### config.mk
export PLATFORM = sky130hd
export DESIGN_NAME = stepper_trapezoid_profile_core_flat
export DESIGN_NICKNAME = d
export VERILOG_FILES = /design/src/rtl/stp_pkg.sv /design/src/rtl/stp_if.sv /design/src/rtl/stp_div.sv /design/src/rtl/stp_datapath.sv /design/src/rtl/stp_ctrl.sv /design/src/rtl/stepper_trapezoid_profile_core.sv /design/src/flat_wrapper.sv
export SDC_FILE = /design/constraint.sdc
export NUM_CORES = 2
export LEC_CHECK = 0
export BUFFER_PORTS_ARGS = -buffer_cell sky130_fd_sc_hd__buf_2
export CELL_PAD_IN_SITES_DETAIL_PLACEMENT = 1
export CELL_PAD_IN_SITES_GLOBAL_PLACEMENT = 1
export CORE_MARGIN = 1.5
export CORE_UTILIZATION = 41
export DETAILED_ROUTE_END_ITERATION = 16
export GPL_TIMING_DRIVEN = 0
export PLACE_DENSITY = 0.68
export SLEW_MARGIN = 25
export SYNTH_ARGS = -nofsm -noshare
export SYNTH_HDL_FRONTEND = slang
export SYNTH_SLANG_ARGS = --single-unit
### constraint.sdc
create_clock -name clk -period 13.6 [get_ports clk]
set_input_delay 0.68 -clock clk [delete_from_list [all_inputs] [get_ports clk]]
set_output_delay 0.68 -clock clk [all_outputs]
set_load 0.005 [all_outputs]
### src/rtl/stp_pkg.sv
`timescale 1ns / 1ps
package stp_pkg;

    localparam int MS_W       = 16;
    localparam int HZ_W       = 27;
    localparam int FACTOR_W   = 5;
    localparam int SHIFT_W    = 4;
    localparam int RPM_W      = 12;
    localparam int MOVE_W     = 24;
    localparam int OPCODE_W   = 2;
    localparam int STATUS_W   = 3;
    localparam int PHASE_W    = 2;
    localparam int OUT_PER_W  = 32;
    localparam int PULSE_W    = 31;
    localparam int CFG_IDX_W  = 2;
    localparam int CFG_DATA_W = 27;
    localparam int RATE_W     = RPM_W + MS_W;
    // Twice the largest step rate fits in this many bits.
    localparam int SPS_DEN_W  = 25;
    localparam int SECONDS_PER_MIN = 60;

    // The step rate is the rate product over sixty, taken as a multiplication by a rounded-up
    // reciprocal of sixty and a shift. It is exact for every product below 2**RATE_W.
    localparam int SPS_W       = 23;
    localparam int SPS_RECIP_W = 29;
    localparam int SPS_PROD_W  = RATE_W + SPS_RECIP_W;
    localparam int SPS_SHIFT   = 34;
    localparam logic [SPS_RECIP_W-1:0] SPS_RECIP = 29'd286331154;

    localparam logic [MS_W-1:0]     MS_RST     = 16'd1600;
    localparam logic [HZ_W-1:0]     HZ_RST     = 27'd1000000;
    localparam logic [FACTOR_W-1:0] FACTOR_RST = 5'd4;
    localparam logic [SHIFT_W-1:0]  SHIFT_RST  = 4'd5;
    localparam int FAST_RST = 1000;
    localparam int SLOW_RST = 10000;

    typedef enum logic [CFG_IDX_W-1:0] {
        CFG_MICROSTEPS  = 2'd0,
        CFG_TIMER_HZ    = 2'd1,
        CFG_SLOW_FACTOR = 2'd2,
        CFG_RAMP_SHIFT  = 2'd3
    } cfg_idx_t;

    typedef enum logic [OPCODE_W-1:0] {
        OP_TICK      = 2'd0,
        OP_START     = 2'd1,
        OP_SOFT_STOP = 2'd2,
        OP_HARD_STOP = 2'd3
    } opcode_t;

    typedef enum logic [STATUS_W-1:0] {
        ST_ACCEPTED = 3'd0,
        ST_IGNORED  = 3'd1,
        ST_BUSY     = 3'd2,
        ST_BAD_RPM  = 3'd3,
        ST_DONE     = 3'd4,
        ST_RUNNING  = 3'd5
    } status_t;

    typedef enum logic [PHASE_W-1:0] {
        PH_IDLE   = 2'd0,
        PH_ACCEL  = 2'd1,
        PH_CRUISE = 2'd2,
        PH_DECEL  = 2'd3
    } phase_t;

    // Source of the period carried by a result word.
    typedef enum logic [2:0] {
        PS_ZERO  = 3'd0,
        PS_FAST  = 3'd1,
        PS_SLOW  = 3'd2,
        PS_ACCEL = 3'd3,
        PS_DECEL = 3'd4
    } psel_t;

    typedef enum logic [1:0] {
        DIV_FAST   = 2'd0,
        DIV_INTERP = 2'd1
    } div_sel_t;

    typedef struct packed {
        logic     load;
        logic     mul_rate;
        logic     mul_sps;
        logic     div_go;
        div_sel_t div_sel;
        logic     take_fast;
        logic     commit_start;
        logic     soft_stop;
        logic     hard_stop;
        logic     tick_count;
        logic     tick_eval;
        logic     mul_interp;
        logic     result;
        status_t  res_status;
        psel_t    res_sel;
    } dp_cmd_t;

    typedef struct packed {
        opcode_t opcode;
        logic    running;
        logic    div_done;
        logic    quo_zero;
        logic    sps_zero;
        logic    tick_done;
        psel_t   tick_sel;
    } dp_stat_t;

endpackage

### src/rtl/stp_if.sv
`timescale 1ns / 1ps
interface stp_req_if import stp_pkg::*; ();
    logic                valid;
    logic                ready;
    logic [OPCODE_W-1:0] opcode;
    logic [MOVE_W-1:0]   move_steps;
    logic [RPM_W-1:0]    speed_rpm;
    logic                dir_in;

    modport source (output valid, opcode, move_steps, speed_rpm, dir_in, input ready);
    modport sink (input valid, opcode, move_steps, speed_rpm, dir_in, output ready);
endinterface

interface stp_rsp_if import stp_pkg::*; ();
    logic                 valid;
    logic                 ready;
    logic [STATUS_W-1:0]  status;
    logic [OUT_PER_W-1:0] half_period;
    logic [PULSE_W-1:0]   pulse_compare;
    logic                 moving;
    logic                 dir_out;
    logic [PHASE_W-1:0]   phase;

    modport source (output valid, status, half_period, pulse_compare, moving, dir_out, phase,
                    input ready);
    modport sink (input valid, status, half_period, pulse_compare, moving, dir_out, phase,
                  output ready);
endinterface

interface stp_cfg_if import stp_pkg::*; ();
    logic                  valid;
    logic                  ready;
    logic [CFG_IDX_W-1:0]  index;
    logic [CFG_DATA_W-1:0] data;

    modport source (output valid, index, data, input ready);
    modport sink (input valid, index, data, output ready);
endinterface

### src/rtl/stp_div.sv
`timescale 1ns / 1ps
module stp_div import stp_pkg::*; #(
    parameter int NW = 56,
    parameter int DW = 25
) (
    input  logic          clk,
    input  logic          rst_n,
    input  logic          start,
    input  logic [NW-1:0] num,
    input  logic [DW-1:0] den,
    output logic          done,
    output logic [NW-1:0] quo
);

    localparam int CNT_W = $clog2(NW + 1);

    logic [NW-1:0]    quo_reg;
    logic [DW-1:0]    rem_reg;
    logic [DW-1:0]    den_reg;
    logic [CNT_W-1:0] cnt_reg;
    logic             busy_reg;
    logic             done_reg;
    logic [DW:0]      rem_sh;
    logic             fits;

    // Restoring division, one quotient bit per cycle.
    assign rem_sh = {rem_reg, quo_reg[NW-1]};
    assign fits   = rem_sh >= {1'b0, den_reg};

    always_ff @(posedge clk or negedge rst_n)
    begin
        if (!rst_n)
        begin
            busy_reg <= 1'b0;
            done_reg <= 1'b0;
            cnt_reg  <= '0;
        end
        else
        begin
            done_reg <= 1'b0;
            if (start)
            begin
                busy_reg <= 1'b1;
                cnt_reg  <= CNT_W'(NW);
            end
            else if (busy_reg)
            begin
                cnt_reg <= cnt_reg - 1'b1;
                if (cnt_reg == CNT_W'(1))
                begin
                    busy_reg <= 1'b0;
                    done_reg <= 1'b1;
                end
            end
        end
    end

    always_ff @(posedge clk)
    begin
        if (start)
        begin
            quo_reg <= num;
            rem_reg <= '0;
            den_reg <= den;
        end
        else if (busy_reg)
        begin
            quo_reg <= {quo_reg[NW-2:0], fits};
            rem_reg <= fits ? DW'(rem_sh - {1'b0, den_reg}) : rem_sh[DW-1:0];
        end
    end

    assign done = done_reg;
    assign quo  = quo_reg;

endmodule

### src/rtl/stp_datapath.sv
`timescale 1ns / 1ps
module stp_datapath import stp_pkg::*; #(
    parameter int STEP_BITS   = 24,
    parameter int PERIOD_BITS = 32
) (
    input  logic                  clk,
    input  logic                  rst_n,
    input  dp_cmd_t               cmd,
    output dp_stat_t              stat,
    input  logic [OPCODE_W-1:0]   opcode,
    input  logic [MOVE_W-1:0]     move_steps,
    input  logic [RPM_W-1:0]      speed_rpm,
    input  logic                  dir_in,
    input  logic                  cfg_we,
    input  logic [CFG_IDX_W-1:0]  cfg_index,
    input  logic [CFG_DATA_W-1:0] cfg_data,
    output logic [STATUS_W-1:0]   status,
    output logic [OUT_PER_W-1:0]  half_period,
    output logic [PULSE_W-1:0]    pulse_compare,
    output logic                  moving,
    output logic                  dir_out,
    output logic [PHASE_W-1:0]    phase
);

    localparam int HW  = STEP_BITS + 1;
    localparam int NW  = (PERIOD_BITS + STEP_BITS > RATE_W) ? PERIOD_BITS + STEP_BITS : RATE_W;
    localparam int DW  = (HW > SPS_DEN_W) ? HW : SPS_DEN_W;
    localparam int SPW = PERIOD_BITS + FACTOR_W;
    localparam logic [PERIOD_BITS-1:0] PMAX = '1;

    logic [MS_W-1:0]        ms_reg;
    logic [HZ_W-1:0]        hz_reg;
    logic [FACTOR_W-1:0]    factor_reg;
    logic [SHIFT_W-1:0]     shift_reg;

    opcode_t                op_reg;
    logic [STEP_BITS-1:0]   steps_reg;
    logic [RPM_W-1:0]       rpm_reg;
    logic                   dirin_reg;

    phase_t                 phase_reg;
    logic [HW-1:0]          hc_reg;
    logic [HW-1:0]          total_reg;
    logic [STEP_BITS-1:0]   accel_reg;
    logic [STEP_BITS-1:0]   cruise_reg;
    logic [HW-1:0]          decel_reg;
    logic [STEP_BITS-1:0]   origin_reg;
    logic [PERIOD_BITS-1:0] fast_reg;
    logic [PERIOD_BITS-1:0] slow_reg;
    logic                   run_reg;
    logic                   soft_reg;
    logic                   dir_reg;

    logic [NW-1:0]          prod_reg;
    logic [SPS_W-1:0]       sps_reg;
    logic [PERIOD_BITS-1:0] fastc_reg;
    logic [SPW-1:0]         slowprod_reg;
    logic [STEP_BITS-1:0]   ni_reg;
    logic [HW-1:0]          den_reg;

    status_t                status_reg;
    logic [PERIOD_BITS-1:0] period_reg;
    logic [PERIOD_BITS-2:0] pulse_reg;
    logic                   moving_reg;
    logic                   dirout_reg;
    phase_t                 phaseout_reg;

    logic [NW-1:0]          div_num;
    logic [DW-1:0]          div_den;
    logic                   div_done;
    logic [NW-1:0]          quo;

    logic [SPS_PROD_W-1:0]  sps_prod;
    logic [STEP_BITS-1:0]   n_w;
    logic [STEP_BITS-1:0]   k_w;
    logic [HW-1:0]          ac_sum;
    psel_t                  tick_sel;
    phase_t                 tick_phase;
    logic [PERIOD_BITS-1:0] diff;
    logic [PERIOD_BITS-1:0] fast_sat;
    logic [PERIOD_BITS-1:0] slow_sat;
    logic [FACTOR_W-1:0]    factor_eff;
    logic [STEP_BITS-1:0]   ramp;
    logic [HW-1:0]          two_ramp;
    logic [STEP_BITS-1:0]   cruise_new;
    logic [HW-1:0]          hc_inc;
    logic [STEP_BITS-1:0]   n1;
    logic [STEP_BITS-1:0]   all_w;
    logic [PERIOD_BITS-1:0] period_w;
    logic [PERIOD_BITS-1:0] period_m1;

    stp_div #(.NW(NW), .DW(DW)) u_div (
        .clk   (clk),
        .rst_n (rst_n),
        .start (cmd.div_go),
        .num   (div_num),
        .den   (div_den),
        .done  (div_done),
        .quo   (quo)
    );

    always_comb
    begin
        case (cmd.div_sel)
            DIV_FAST:
            begin
                div_num = NW'(hz_reg);
                div_den = DW'({sps_reg, 1'b0});
            end
            default:
            begin
                div_num = prod_reg;
                div_den = DW'(den_reg);
            end
        endcase
    end

    assign sps_prod = SPS_PROD_W'(prod_reg[RATE_W-1:0]) * SPS_PROD_W'(SPS_RECIP);

    // Profile position of the current half step, in full steps.
    assign n_w    = hc_reg[HW-1:1];
    assign k_w    = n_w - origin_reg;
    assign ac_sum = {1'b0, accel_reg} + {1'b0, cruise_reg};

    always_comb
    begin
        if (n_w < accel_reg)
        begin
            tick_phase = PH_ACCEL;
            tick_sel   = PS_ACCEL;
        end
        else if ({1'b0, n_w} < ac_sum)
        begin
            tick_phase = PH_CRUISE;
            tick_sel   = PS_FAST;
        end
        else
        begin
            tick_phase = PH_DECEL;
            if (n_w < origin_reg)
                tick_sel = PS_FAST;
            else if (decel_reg == '0 || {1'b0, k_w} >= decel_reg)
                tick_sel = PS_SLOW;
            else
                tick_sel = PS_DECEL;
        end
    end

    assign diff       = slow_reg - fast_reg;
    assign fast_sat   = (quo > NW'(PMAX)) ? PMAX : quo[PERIOD_BITS-1:0];
    assign slow_sat   = (slowprod_reg > SPW'(PMAX)) ? PMAX : slowprod_reg[PERIOD_BITS-1:0];
    assign factor_eff = (factor_reg == '0) ? FACTOR_W'(1) : factor_reg;
    assign ramp       = steps_reg >> shift_reg;
    assign two_ramp   = {ramp, 1'b0};
    assign cruise_new = (two_ramp > {1'b0, steps_reg}) ? '0 : steps_reg - two_ramp[STEP_BITS-1:0];
    assign hc_inc     = hc_reg + 1'b1;
    assign n1         = hc_inc[HW-1:1];
    assign all_w      = total_reg[HW-1:1];

    always_comb
    begin
        case (cmd.res_sel)
            PS_FAST:  period_w = fast_reg;
            PS_SLOW:  period_w = slow_reg;
            PS_ACCEL: period_w = slow_reg - quo[PERIOD_BITS-1:0];
            PS_DECEL: period_w = fast_reg + quo[PERIOD_BITS-1:0];
            default:  period_w = '0;
        endcase
    end

    assign period_m1 = period_w - 1'b1;

    always_ff @(posedge clk or negedge rst_n)
    begin
        if (!rst_n)
        begin
            ms_reg     <= MS_RST;
            hz_reg     <= HZ_RST;
            factor_reg <= FACTOR_RST;
            shift_reg  <= SHIFT_RST;
        end
        else if (cfg_we)
        begin
            case (cfg_idx_t'(cfg_index))
                CFG_MICROSTEPS:  ms_reg     <= cfg_data[MS_W-1:0];
                CFG_TIMER_HZ:    hz_reg     <= cfg_data[HZ_W-1:0];
                CFG_SLOW_FACTOR: factor_reg <= cfg_data[FACTOR_W-1:0];
                CFG_RAMP_SHIFT:  shift_reg  <= cfg_data[SHIFT_W-1:0];
                default:         ;
            endcase
        end
    end

    always_ff @(posedge clk or negedge rst_n)
    begin
        if (!rst_n)
        begin
            phase_reg  <= PH_IDLE;
            hc_reg     <= '0;
            total_reg  <= '0;
            accel_reg  <= '0;
            cruise_reg <= '0;
            decel_reg  <= '0;
            origin_reg <= '0;
            fast_reg   <= PERIOD_BITS'(FAST_RST);
            slow_reg   <= PERIOD_BITS'(SLOW_RST);
            run_reg    <= 1'b0;
            soft_reg   <= 1'b0;
            dir_reg    <= 1'b0;
        end
        else
        begin
            if (cmd.commit_start)
            begin
                fast_reg   <= fastc_reg;
                slow_reg   <= slow_sat;
                accel_reg  <= ramp;
                decel_reg  <= HW'(ramp);
                cruise_reg <= cruise_new;
                origin_reg <= ramp + cruise_new;
                total_reg  <= {steps_reg, 1'b0};
                hc_reg     <= '0;
                phase_reg  <= PH_ACCEL;
                dir_reg    <= dirin_reg;
                soft_reg   <= 1'b0;
                run_reg    <= 1'b1;
            end
            if (cmd.soft_stop)
                soft_reg <= 1'b1;
            if (cmd.hard_stop)
            begin
                run_reg   <= 1'b0;
                soft_reg  <= 1'b0;
                phase_reg <= PH_IDLE;
            end
            if (cmd.tick_count)
            begin
                hc_reg <= hc_inc;
                // A pending soft stop turns the rest of the move into one ramp down.
                if (soft_reg && phase_reg != PH_DECEL)
                begin
                    phase_reg  <= PH_DECEL;
                    origin_reg <= n1;
                    decel_reg  <= (all_w > n1) ? HW'(all_w - n1) : '0;
                    accel_reg  <= '0;
                    cruise_reg <= '0;
                end
            end
            if (cmd.tick_eval)
            begin
                if (hc_reg >= total_reg)
                begin
                    run_reg   <= 1'b0;
                    soft_reg  <= 1'b0;
                    phase_reg <= PH_IDLE;
                end
                else
                    phase_reg <= tick_phase;
            end
        end
    end

    always_ff @(posedge clk)
    begin
        if (cmd.load)
        begin
            op_reg    <= opcode_t'(opcode);
            steps_reg <= STEP_BITS'(move_steps);
            rpm_reg   <= speed_rpm;
            dirin_reg <= dir_in;
        end
        if (cmd.mul_rate)
            prod_reg <= NW'(rpm_reg) * NW'(ms_reg);
        if (cmd.mul_interp)
            prod_reg <= NW'(diff) * NW'(ni_reg);
        if (cmd.mul_sps)
            sps_reg <= sps_prod[SPS_SHIFT +: SPS_W];
        if (cmd.take_fast)
        begin
            fastc_reg    <= fast_sat;
            slowprod_reg <= SPW'(fast_sat) * SPW'(factor_eff);
        end
        if (cmd.tick_eval)
        begin
            ni_reg  <= (tick_sel == PS_ACCEL) ? n_w : k_w;
            den_reg <= (tick_sel == PS_ACCEL) ? HW'(accel_reg) : decel_reg;
        end
        if (cmd.result)
        begin
            status_reg   <= cmd.res_status;
            period_reg   <= period_w;
            pulse_reg    <= (period_w != '0) ? period_m1[PERIOD_BITS-1:1] : '0;
            moving_reg   <= run_reg;
            dirout_reg   <= dir_reg;
            phaseout_reg <= phase_reg;
        end
    end

    assign stat.opcode    = op_reg;
    assign stat.running   = run_reg;
    assign stat.div_done  = div_done;
    assign stat.quo_zero  = (quo == '0);
    assign stat.sps_zero  = (sps_reg == '0);
    assign stat.tick_done = (hc_reg >= total_reg);
    assign stat.tick_sel  = tick_sel;

    assign status        = status_reg;
    assign half_period   = OUT_PER_W'(period_reg);
    assign pulse_compare = PULSE_W'(pulse_reg);
    assign moving        = moving_reg;
    assign dir_out       = dirout_reg;
    assign phase         = phaseout_reg;

endmodule

### src/rtl/stp_ctrl.sv
`timescale 1ns / 1ps
module stp_ctrl import stp_pkg::*; (
    input  logic     clk,
    input  logic     rst_n,
    input  logic     req_valid,
    output logic     req_ready,
    output logic     rsp_valid,
    input  logic     rsp_ready,
    input  dp_stat_t stat,
    output dp_cmd_t  cmd
);

    typedef enum logic [3:0] {
        S_IDLE,
        S_DECODE,
        S_SPS_MUL,
        S_SPS_CHK,
        S_FAST_WAIT,
        S_COMMIT,
        S_TICK,
        S_INT_MUL,
        S_INT_DIV,
        S_INT_WAIT,
        S_RES,
        S_OUT
    } state_t;

    state_t  state_reg;
    state_t  state_next;
    status_t status_reg;
    status_t status_next;
    psel_t   sel_reg;
    psel_t   sel_next;

    always_comb
    begin
        cmd         = '0;
        state_next  = state_reg;
        status_next = status_reg;
        sel_next    = sel_reg;
        case (state_reg)
            S_IDLE:
            begin
                if (req_valid)
                begin
                    cmd.load   = 1'b1;
                    state_next = S_DECODE;
                end
            end
            S_DECODE:
            begin
                sel_next    = PS_ZERO;
                status_next = ST_IGNORED;
                state_next  = S_RES;
                case (stat.opcode)
                    OP_START:
                    begin
                        if (stat.running)
                            status_next = ST_BUSY;
                        else
                        begin
                            cmd.mul_rate = 1'b1;
                            state_next   = S_SPS_MUL;
                        end
                    end
                    OP_SOFT_STOP:
                    begin
                        if (stat.running)
                        begin
                            cmd.soft_stop = 1'b1;
                            status_next   = ST_ACCEPTED;
                        end
                    end
                    OP_HARD_STOP:
                    begin
                        if (stat.running)
                        begin
                            cmd.hard_stop = 1'b1;
                            status_next   = ST_ACCEPTED;
                        end
                    end
                    default:
                    begin
                        if (stat.running)
                        begin
                            cmd.tick_count = 1'b1;
                            state_next     = S_TICK;
                        end
                    end
                endcase
            end
            S_SPS_MUL:
            begin
                cmd.mul_sps = 1'b1;
                state_next  = S_SPS_CHK;
            end
            S_SPS_CHK:
            begin
                if (stat.sps_zero)
                begin
                    status_next = ST_BAD_RPM;
                    state_next  = S_RES;
                end
                else
                begin
                    cmd.div_go  = 1'b1;
                    cmd.div_sel = DIV_FAST;
                    state_next  = S_FAST_WAIT;
                end
            end
            S_FAST_WAIT:
            begin
                if (stat.div_done)
                begin
                    if (stat.quo_zero)
                    begin
                        status_next = ST_BAD_RPM;
                        state_next  = S_RES;
                    end
                    else
                    begin
                        cmd.take_fast = 1'b1;
                        state_next    = S_COMMIT;
                    end
                end
            end
            S_COMMIT:
            begin
                cmd.commit_start = 1'b1;
                status_next      = ST_ACCEPTED;
                sel_next         = PS_SLOW;
                state_next       = S_RES;
            end
            S_TICK:
            begin
                cmd.tick_eval = 1'b1;
                if (stat.tick_done)
                begin
                    status_next = ST_DONE;
                    sel_next    = PS_ZERO;
                    state_next  = S_RES;
                end
                else
                begin
                    status_next = ST_RUNNING;
                    sel_next    = stat.tick_sel;
                    if (stat.tick_sel == PS_ACCEL || stat.tick_sel == PS_DECEL)
                        state_next = S_INT_MUL;
                    else
                        state_next = S_RES;
                end
            end
            S_INT_MUL:
            begin
                cmd.mul_interp = 1'b1;
                state_next     = S_INT_DIV;
            end
            S_INT_DIV:
            begin
                cmd.div_go  = 1'b1;
                cmd.div_sel = DIV_INTERP;
                state_next  = S_INT_WAIT;
            end
            S_INT_WAIT:
            begin
                if (stat.div_done)
                    state_next = S_RES;
            end
            S_RES:
            begin
                cmd.result     = 1'b1;
                cmd.res_status = status_reg;
                cmd.res_sel    = sel_reg;
                state_next     = S_OUT;
            end
            S_OUT:
            begin
                if (rsp_ready)
                    state_next = S_IDLE;
            end
            default:
            begin
                state_next = S_IDLE;
            end
        endcase
    end

    always_ff @(posedge clk or negedge rst_n)
    begin
        if (!rst_n)
        begin
            state_reg  <= S_IDLE;
            status_reg <= ST_IGNORED;
            sel_reg    <= PS_ZERO;
        end
        else
        begin
            state_reg  <= state_next;
            status_reg <= status_next;
            sel_reg    <= sel_next;
        end
    end

    assign req_ready = (state_reg == S_IDLE);
    assign rsp_valid = (state_reg == S_OUT);

endmodule

### src/rtl/stepper_trapezoid_profile_core.sv
`timescale 1ns / 1ps
// Trapezoidal ramp generator for a stepper drive. Each request word is a tick (one half step),
// a start, a soft stop or a hard stop, and each gives exactly one response word carrying the
// status, the period for the next half step and the matching half-period compare value. One
// word is handled at a time. A tick on a ramp and an accepted start use the radix-2 divider,
// which yields one quotient bit per cycle over a dividend of max(PERIOD_BITS + STEP_BITS, 28)
// bits (56 with the default parameters), the start dividing once for the cruise period after a
// reciprocal multiplication has given the step rate. A tick that needs no interpolation (cruise,
// past the ramp, or the end of the move), a stop, a start while busy, a tick or stop while idle
// and a start refused for a zero step rate do not use the divider; a start refused for a zero
// cruise period is refused once the division is through. A response waits in its output
// register until it is taken, and the next request word can be accepted in the cycle after
// that. Configuration writes are always taken and should be made only while no move word is
// in flight.
module stepper_trapezoid_profile_core import stp_pkg::*; #(
    parameter int STEP_BITS   = 24,
    parameter int PERIOD_BITS = 32
) (
    input  logic      clk,
    input  logic      rst_n,
    stp_req_if.sink   req,
    stp_rsp_if.source rsp,
    stp_cfg_if.sink   cfg
);

    dp_cmd_t  cmd;
    dp_stat_t stat;

    assign cfg.ready = 1'b1;

    stp_ctrl u_ctrl (
        .clk       (clk),
        .rst_n     (rst_n),
        .req_valid (req.valid),
        .req_ready (req.ready),
        .rsp_valid (rsp.valid),
        .rsp_ready (rsp.ready),
        .stat      (stat),
        .cmd       (cmd)
    );

    stp_datapath #(
        .STEP_BITS   (STEP_BITS),
        .PERIOD_BITS (PERIOD_BITS)
    ) u_datapath (
        .clk           (clk),
        .rst_n         (rst_n),
        .cmd           (cmd),
        .stat          (stat),
        .opcode        (req.opcode),
        .move_steps    (req.move_steps),
        .speed_rpm     (req.speed_rpm),
        .dir_in        (req.dir_in),
        .cfg_we        (cfg.valid),
        .cfg_index     (cfg.index),
        .cfg_data      (cfg.data),
        .status        (rsp.status),
        .half_period   (rsp.half_period),
        .pulse_compare (rsp.pulse_compare),
        .moving        (rsp.moving),
        .dir_out       (rsp.dir_out),
        .phase         (rsp.phase)
    );

endmodule

### src/flat_wrapper.sv
// flat-port wrapper written by rule: the top's interface ports become plain ports
module stepper_trapezoid_profile_core_flat import stp_pkg::*;
#(
    parameter int STEP_BITS   = 24,
    parameter int PERIOD_BITS = 32
)
  (clk, rst_n, req_valid, req_opcode, req_move_steps, req_speed_rpm, req_dir_in, req_ready, rsp_valid, rsp_status, rsp_half_period, rsp_pulse_compare, rsp_moving, rsp_dir_out, rsp_phase, rsp_ready, cfg_valid, cfg_index, cfg_data, cfg_ready);
  stp_req_if req_i ();
  stp_rsp_if rsp_i ();
  stp_cfg_if cfg_i ();
  input  logic clk;
  input  logic rst_n;
  input wire logic [$bits(req_i.valid)-1:0] req_valid;
  input wire logic [$bits(req_i.opcode)-1:0] req_opcode;
  input wire logic [$bits(req_i.move_steps)-1:0] req_move_steps;
  input wire logic [$bits(req_i.speed_rpm)-1:0] req_speed_rpm;
  input wire logic [$bits(req_i.dir_in)-1:0] req_dir_in;
  output wire logic [$bits(req_i.ready)-1:0] req_ready;
  output wire logic [$bits(rsp_i.valid)-1:0] rsp_valid;
  output wire logic [$bits(rsp_i.status)-1:0] rsp_status;
  output wire logic [$bits(rsp_i.half_period)-1:0] rsp_half_period;
  output wire logic [$bits(rsp_i.pulse_compare)-1:0] rsp_pulse_compare;
  output wire logic [$bits(rsp_i.moving)-1:0] rsp_moving;
  output wire logic [$bits(rsp_i.dir_out)-1:0] rsp_dir_out;
  output wire logic [$bits(rsp_i.phase)-1:0] rsp_phase;
  input wire logic [$bits(rsp_i.ready)-1:0] rsp_ready;
  input wire logic [$bits(cfg_i.valid)-1:0] cfg_valid;
  input wire logic [$bits(cfg_i.index)-1:0] cfg_index;
  input wire logic [$bits(cfg_i.data)-1:0] cfg_data;
  output wire logic [$bits(cfg_i.ready)-1:0] cfg_ready;
  assign req_i.valid = req_valid;
  assign req_i.opcode = req_opcode;
  assign req_i.move_steps = req_move_steps;
  assign req_i.speed_rpm = req_speed_rpm;
  assign req_i.dir_in = req_dir_in;
  assign req_ready = req_i.ready;
  assign rsp_valid = rsp_i.valid;
  assign rsp_status = rsp_i.status;
  assign rsp_half_period = rsp_i.half_period;
  assign rsp_pulse_compare = rsp_i.pulse_compare;
  assign rsp_moving = rsp_i.moving;
  assign rsp_dir_out = rsp_i.dir_out;
  assign rsp_phase = rsp_i.phase;
  assign rsp_i.ready = rsp_ready;
  assign cfg_i.valid = cfg_valid;
  assign cfg_i.index = cfg_index;
  assign cfg_i.data = cfg_data;
  assign cfg_ready = cfg_i.ready;
  stepper_trapezoid_profile_core #(.STEP_BITS(STEP_BITS), .PERIOD_BITS(PERIOD_BITS)) u_core (.clk(clk), .rst_n(rst_n), .req(req_i), .rsp(rsp_i), .cfg(cfg_i));
endmodule
# After elaboration in Yosys (flattened, before gate mapping)
# Index checks and enable logic that the tools add are counted.
[totals]
ff_bits = 697
out_inout_bits = 73
elab_cells = 225
[classes]
add_sub_neg = 12
n_mul = 4
order_cmp = 10
n_eq_ne = 31
n_shift = 1
n_mux = 100
reduce_logical = 24
[ops]
columns = ["op", "n"]
rows = [
  ["two-way mux 24 bit", 13],
  ["two-way mux 56 bit", 5],
  ["two-way mux 25 bit", 7],
  ["one-hot mux 32 bit (4 select lines)", 1],
  ["two-way mux 32 bit", 2],
  ["subtractor 32 bit", 2],
  ["greater-than comparator 56 x 32 -> 1 bit, second input constant", 1],
  ["zero test 56 bit", 1],
  ["multiplier 28 x 28 -> 56 bit, second input constant", 1],
  ["multiplier 32 x 24 -> 56 bit", 1],
  ["less-than comparator 24 bit", 2],
  ["one-hot mux 4 bit (12 select lines)", 1],
  ["subtractor 24 bit", 2],
  ["two-way mux 4 bit", 10],
  ["greater-than comparator 37 x 32 -> 1 bit, second input constant", 1],
  ["multiplier 32 x 5 -> 37 bit", 1],
  ["two-way mux 1 bit", 34],
  ["adder 32 bit", 1],
  ["nonzero test 32 bit", 1],
  ["subtractor 32 x 1 -> 32 bit, second input constant", 1],
  ["two-way mux 3 bit", 10],
  ["multiplier 12 x 16 -> 28 bit", 1],
  ["greater-or-equal comparator 26 x 25 -> 1 bit", 1],
  ["adder 24 x 24 -> 25 bit", 1],
  ["46 further kinds", 81],
]

# Logic depth before layout (Yosys ltp)
[logic_depth]
depth_word = 12
ltp_mapped = 42
ltp_nobuf = 40

# Modules after synthesis
# A second synthesis with hierarchy kept.
[hier_totals]
hier_cells = 9456
area_unflattened_um2 = 87661.6
[by_module_without_submodules]
columns = ["module", "instances", "cells_per_inst", "area_per_inst_um2"]
rows = [
  ["stp_datapath", 1, 8764, 80315.8],
  ["stp_div", 1, 567, 6353.6],
  ["stp_ctrl", 1, 123, 980.9],
  ["stepper_trapezoid_profile_core", 1, 2, 11.3],
]

# Worst setup path after synthesis
# Ideal clock, no wire load.
[synth_timing]
path_kind = "register to register"
start = "register u_core.u_datapath.fast_reg[0]"
end = "register u_core.u_datapath.prod_reg[54], data pin"
setup_ns = 0.269
arrival_time_ns = 9.424
required_ns = 13.331
setup_slack_ns = 3.906
path_stages_with_launch = 38
synth_period_minus_slack_ns = 9.694
cell_sequence = "dfrtp_1 -> ha_1 -> fa_1 -> nor2b_1 -> o21ai_0 -> a21boi_0 -> o211ai_1 -> a311oi_1 -> o211ai_1 -> a21oi_1 -> o21ai_0 -> o21ai_0 -> a21oi_1 -> xnor2_1 -> clkbuf_1 -> nand2_1 -> fa_1 -> fa_1 -> (+2 left out) -> fa_1 -> fa_1 -> fa_1 -> inv_1 -> fa_1 -> inv_1 -> ha_1 -> clkbuf_1 -> nand3_1 -> nor2_1 -> nand3_1 -> nor2_1 -> or4b_2 -> a2111oi_0 -> o2111a_1 -> o31a_1 -> o21a_1 -> nor3_1"
[synth_via]
elab_chain_cells = 3
[synth_rtl]
columns = ["item", "line_no", "source"]
rows = [
  ["from (decl)", "stp_datapath.sv:48", "logic [PERIOD_BITS-1:0] fast_reg;"],
  ["from (signal assigned)", "stp_datapath.sv:205", "fast_reg <= PERIOD_BITS'(FAST_RST);"],
  ["from (signal assigned)", "stp_datapath.sv:215", "fast_reg <= fastc_reg;"],
  ["subtractor 32 bit", "stp_datapath.sv:149", "assign diff = slow_reg - fast_reg;"],
  ["multiplier 32 x 24 -> 56 bit", "stp_datapath.sv:275", "prod_reg <= NW'(diff) * NW'(ni_reg);"],
  ["two-way mux 56 bit", "stp_datapath.sv:274", "if (cmd.mul_interp)"],
  ["to (signal assigned)", "stp_datapath.sv:273", "prod_reg <= NW'(rpm_reg) * NW'(ms_reg);"],
  ["to (signal assigned)", "stp_datapath.sv:275", ""],
  ["to (decl)", "stp_datapath.sv:54", "logic [NW-1:0] prod_reg;"],
]
# No other way between the ends.
# A chain may end at the register's enable or synchronous reset.

# Worst setup path after layout
[layout_timing]
start = "register u_core.u_datapath.fast_reg[0]"
end = "register u_core.u_datapath.prod_reg[43], data pin"
# Same word-level chain as after synthesis.

==> impl_metrics.yaml <==
clock_tree:
  cts_tree: "done"
  clockRootBuffer: "clkbuf_16"
  cts.repair.resized: 0
  cts.sinks: 697
  postCtsSetupBuffers: 0
  clk_latency_ps: 760
  clk_path_buf_depth: 3
  path_clk_slew_ps: 60
  cts_made_buffers: 87
  htreeDepth: 3
job:
  maxCapViolations: 0
placed_design:
  gp_congestion: 0.9691
  hpwl_um: 271600
  dpl_cell_area_mm2: 0.09084
  portBuffers: 144
sta:
  rsz0062_at_grt: "false"
  fmax_mhz: 76.98
  hold_viol: 0
  slew_headroom_pct: 22.86
  setup_viol: 0
  fin_setup_tns_ps: 0
  max_slew.worst_pin.slew_ps: 1152
  period_needed_ps: 12990
  fin_skew_ps: 56.66
  drv_slew: 0
  fin_crit_sh_pct: 95.52
global_route:
  grt_pass1_vias: 76040
  grt_first_pass_wirelength_um: 492300
  grt_max_degree: 81
  grt_overflow: 0
  antenna_found_initial: 14
  track_usage_pct: 31.12
worst_setup_path:
  critPathArrivalTime_ps: 13440
  cp_max_fo: 10
  end_kind: "flip-flop"
  crit_path_start_kind: "flip-flop"
  worstSetupPathType: "flip-flop to flip-flop"
  slowest_stage: "a311oi_1"
  required_ps: 14050
  path_common_cell: "fa_1"
  max_stage_delay_ps: 940
  r2r_slack_ps: 610
yosys:
  ys_seq_area_share_pct: 22.42
  ys_async_sr_fraction_pct: 40.89
  syn-instance-count: 9399
  ys_ff_latch: 697
  synth_most_common_cell: "inv_1"
  syn_area_per_cell_um2: 9.153
  synth_warnings: 0
  synth_top_area_share_pct: 23.57
  syn_nets: 11350
  yosysUniqueCellTypes: 97
  synth_area_leader_cell: "fa_1"
  synth-main-ff-cell: "edfxtp_1"
  synthTopCellsByArea: "fa_1, edfxtp_1, ha_1, dfrtp_1, inv_1"
  synth_area_mm2: 0.08603
  synth_edf_count: 387
  synth_common_cells: "inv_1, nand2_1, fa_1"
cells_and_area:
  stdcell_area_mm2: 0.09375
  multi_input_area_mm2: 0.05951
  nFillCells: 24170
  drive_gt1_share_pct: 5.611
  fin_nets: 11610
  syn2layout_area_growth_pct: 8.978
  seq_area_mm2: 0.01928
route:
  drc: 0
  vias: 70040
  dr.pass1.iters: 5
  antenna_left: 0
  wl_per_cell_um: 25.96
  drt_iter0_drc: 4911
  drt-total-wl_um: 325200
  via_per_inst: 5.590
outcome:
  outcome: "finished clean"
die:
  row_count: 167
  io_pins: 146
  start_util_pct: 41.38
  die_w_um: 461.1
  die-area_mm2: 0.2126
  core-area_mm2: 0.2079
  die_y_um: 461.1
hold_path:
  hp-class: "input port to flip-flop"
==> critical path, delay by kind of cell (launching register included) <==
kind | cells | cell delay (ps)
adders and majority gates | 10 | 4740
AOI/OAI and AO/OA | 11 | 3860
and+or+nand+nor | 8 | 1600
xor gates and xnor gates | 2 | 1150
buffers and inverters | 4 | 840
DFF | 1 | 460
==> layout by cell type, fill, tap and decap left out, types with 29 or more instances in the layout <==
| master | instances |
|---|---|
| a21o_1 | 202 |
| and2_1 | 475 |
| nor4_1 | 43 |
| o22a_1 | 30 |
| buf_2 | 150 |
| o21bai_1 | 43 |
| a21boi_0 | 41 |
| o21ai_0 | 418 |
| nand4_1 | 53 |
| nor3_1 | 101 |
| nand2b_1 | 99 |
| ha_1 | 860 |
| o31ai_1 | 31 |
| nand2_1 | 1130 |
| mux2i_1 | 58 |
| mux2_2 | 103 |
| a211oi_1 | 70 |
| inv_1 | 1600 |
| and3_1 | 33 |
| o21a_1 | 58 |
| clkbuf_1 | 352 |
| nand3_1 | 126 |
| nor2b_1 | 129 |
| xnor2_1 | 192 |
| nor2_1 | 413 |
| or3_1 | 29 |
| clkbuf_16 | 90 |
| fa_1 | 1013 |
| a21oi_1 | 435 |
| edfxtp_1 | 387 |
| dfrtp_1 | 260 |
| o211ai_1 | 35 |
| xor2_1 | 133 |
| a31oi_1 | 36 |
==> per-stage QoR <==
| step | worst slack (ps) | hold slack (ps) | cells | utilization, % |
|---|---|---|---|---|
| 3_3_place_gp | 914.8 | 424.9 | 12330 | 43.40 |
| 2_1_floorplan | 3906 | 384.4 | 9399 | - |
| 6_report | 609.9 | 94.86 | 12530 | 45.09 |
| 5_1_grt | 121.4 | 62.33 | 12520 | 45.09 |
| 3_5_place_dp | 679.1 | 434.7 | 12360 | 43.69 |
| 4_1_cts | 577.6 | 32.88 | 12520 | 45.08 |
==> per-layer routing <==
layer | up-vias | wire [um] | global-route usage, %
li1 | 31230 | - | -
met5 | - | 62 | 0
met1 | 36420 | 141400 | 41.65
met4 | 10 | 16170 | 13.61
met2 | 1898 | 149700 | 50.23
met3 | 476 | 17860 | 4.253
==> final timing paths <==
| check | end | cells past startpoint | start |
|---|---|---|---|
| hold / removal | u_core.u_datapath.steps_reg[11]$_DFFE_PP_ | 1 | req_move_steps[11] |
| setup reg to reg | u_core.u_datapath.prod_reg[43]$_SDFFCE_PN0P_ | 35 | u_core.u_datapath.fast_reg[0]$_DFFE_PN0P_ |
| setup / recovery | u_core.u_datapath.prod_reg[43]$_SDFFCE_PN0P_ | 35 | u_core.u_datapath.fast_reg[0]$_DFFE_PN0P_ |
| max in group asynchronous | u_core.u_datapath.slow_reg[13]$_DFFE_PN1P_ | 4 | rst_n |
| hold reg to reg | u_core.u_datapath.dir_reg$_DFFE_PN0P_ | 2 | u_core.u_datapath.dirin_reg$_DFFE_PP_ |
| min in group asynchronous | u_core.u_datapath.u_div.cnt_reg[3]$_DFFE_PN0P_ | 2 | rst_n |
==> what timing repair did <==
action	4_1_cts	5_1_grt
hold buffers	1	0
hold endpoints to repair	48	0
endpoints found under the setup margin	0	0
==> cells by family (layout without fill, tap and decap cells) <==
logic type	count (synthesis)	count (layout)	share of synthesized area, %
and+or+nand+nor	2734	2734	15.26
buffers and inverters	1973	2305	8.643
adders and majority gates	1873	1873	36.08
AOI/OAI and AO/OA	1611	1611	11.84
DFF	697	697	22.42
xor gates and xnor gates	338	338	3.441
muxes	172	172	2.311
other	1	11	0.004359
==> cell type report <==
cell class	count	share of cell area [%]
Clock inverter	54	0.5645
Antenna cell	10	0.02669
Buffer	371	1.523
Clock buffer	107	2.502
Sequential cell	697	20.57
Multi-Input combinational cell	6729	63.47
Inverter	1602	6.416
Tap cell	2788	3.721
Timing Repair Buffer	171	1.204
Power is left out: the tool's default activity adds up to more than one toggle a clock period on the data nets, which glitch-free logic cannot reach.
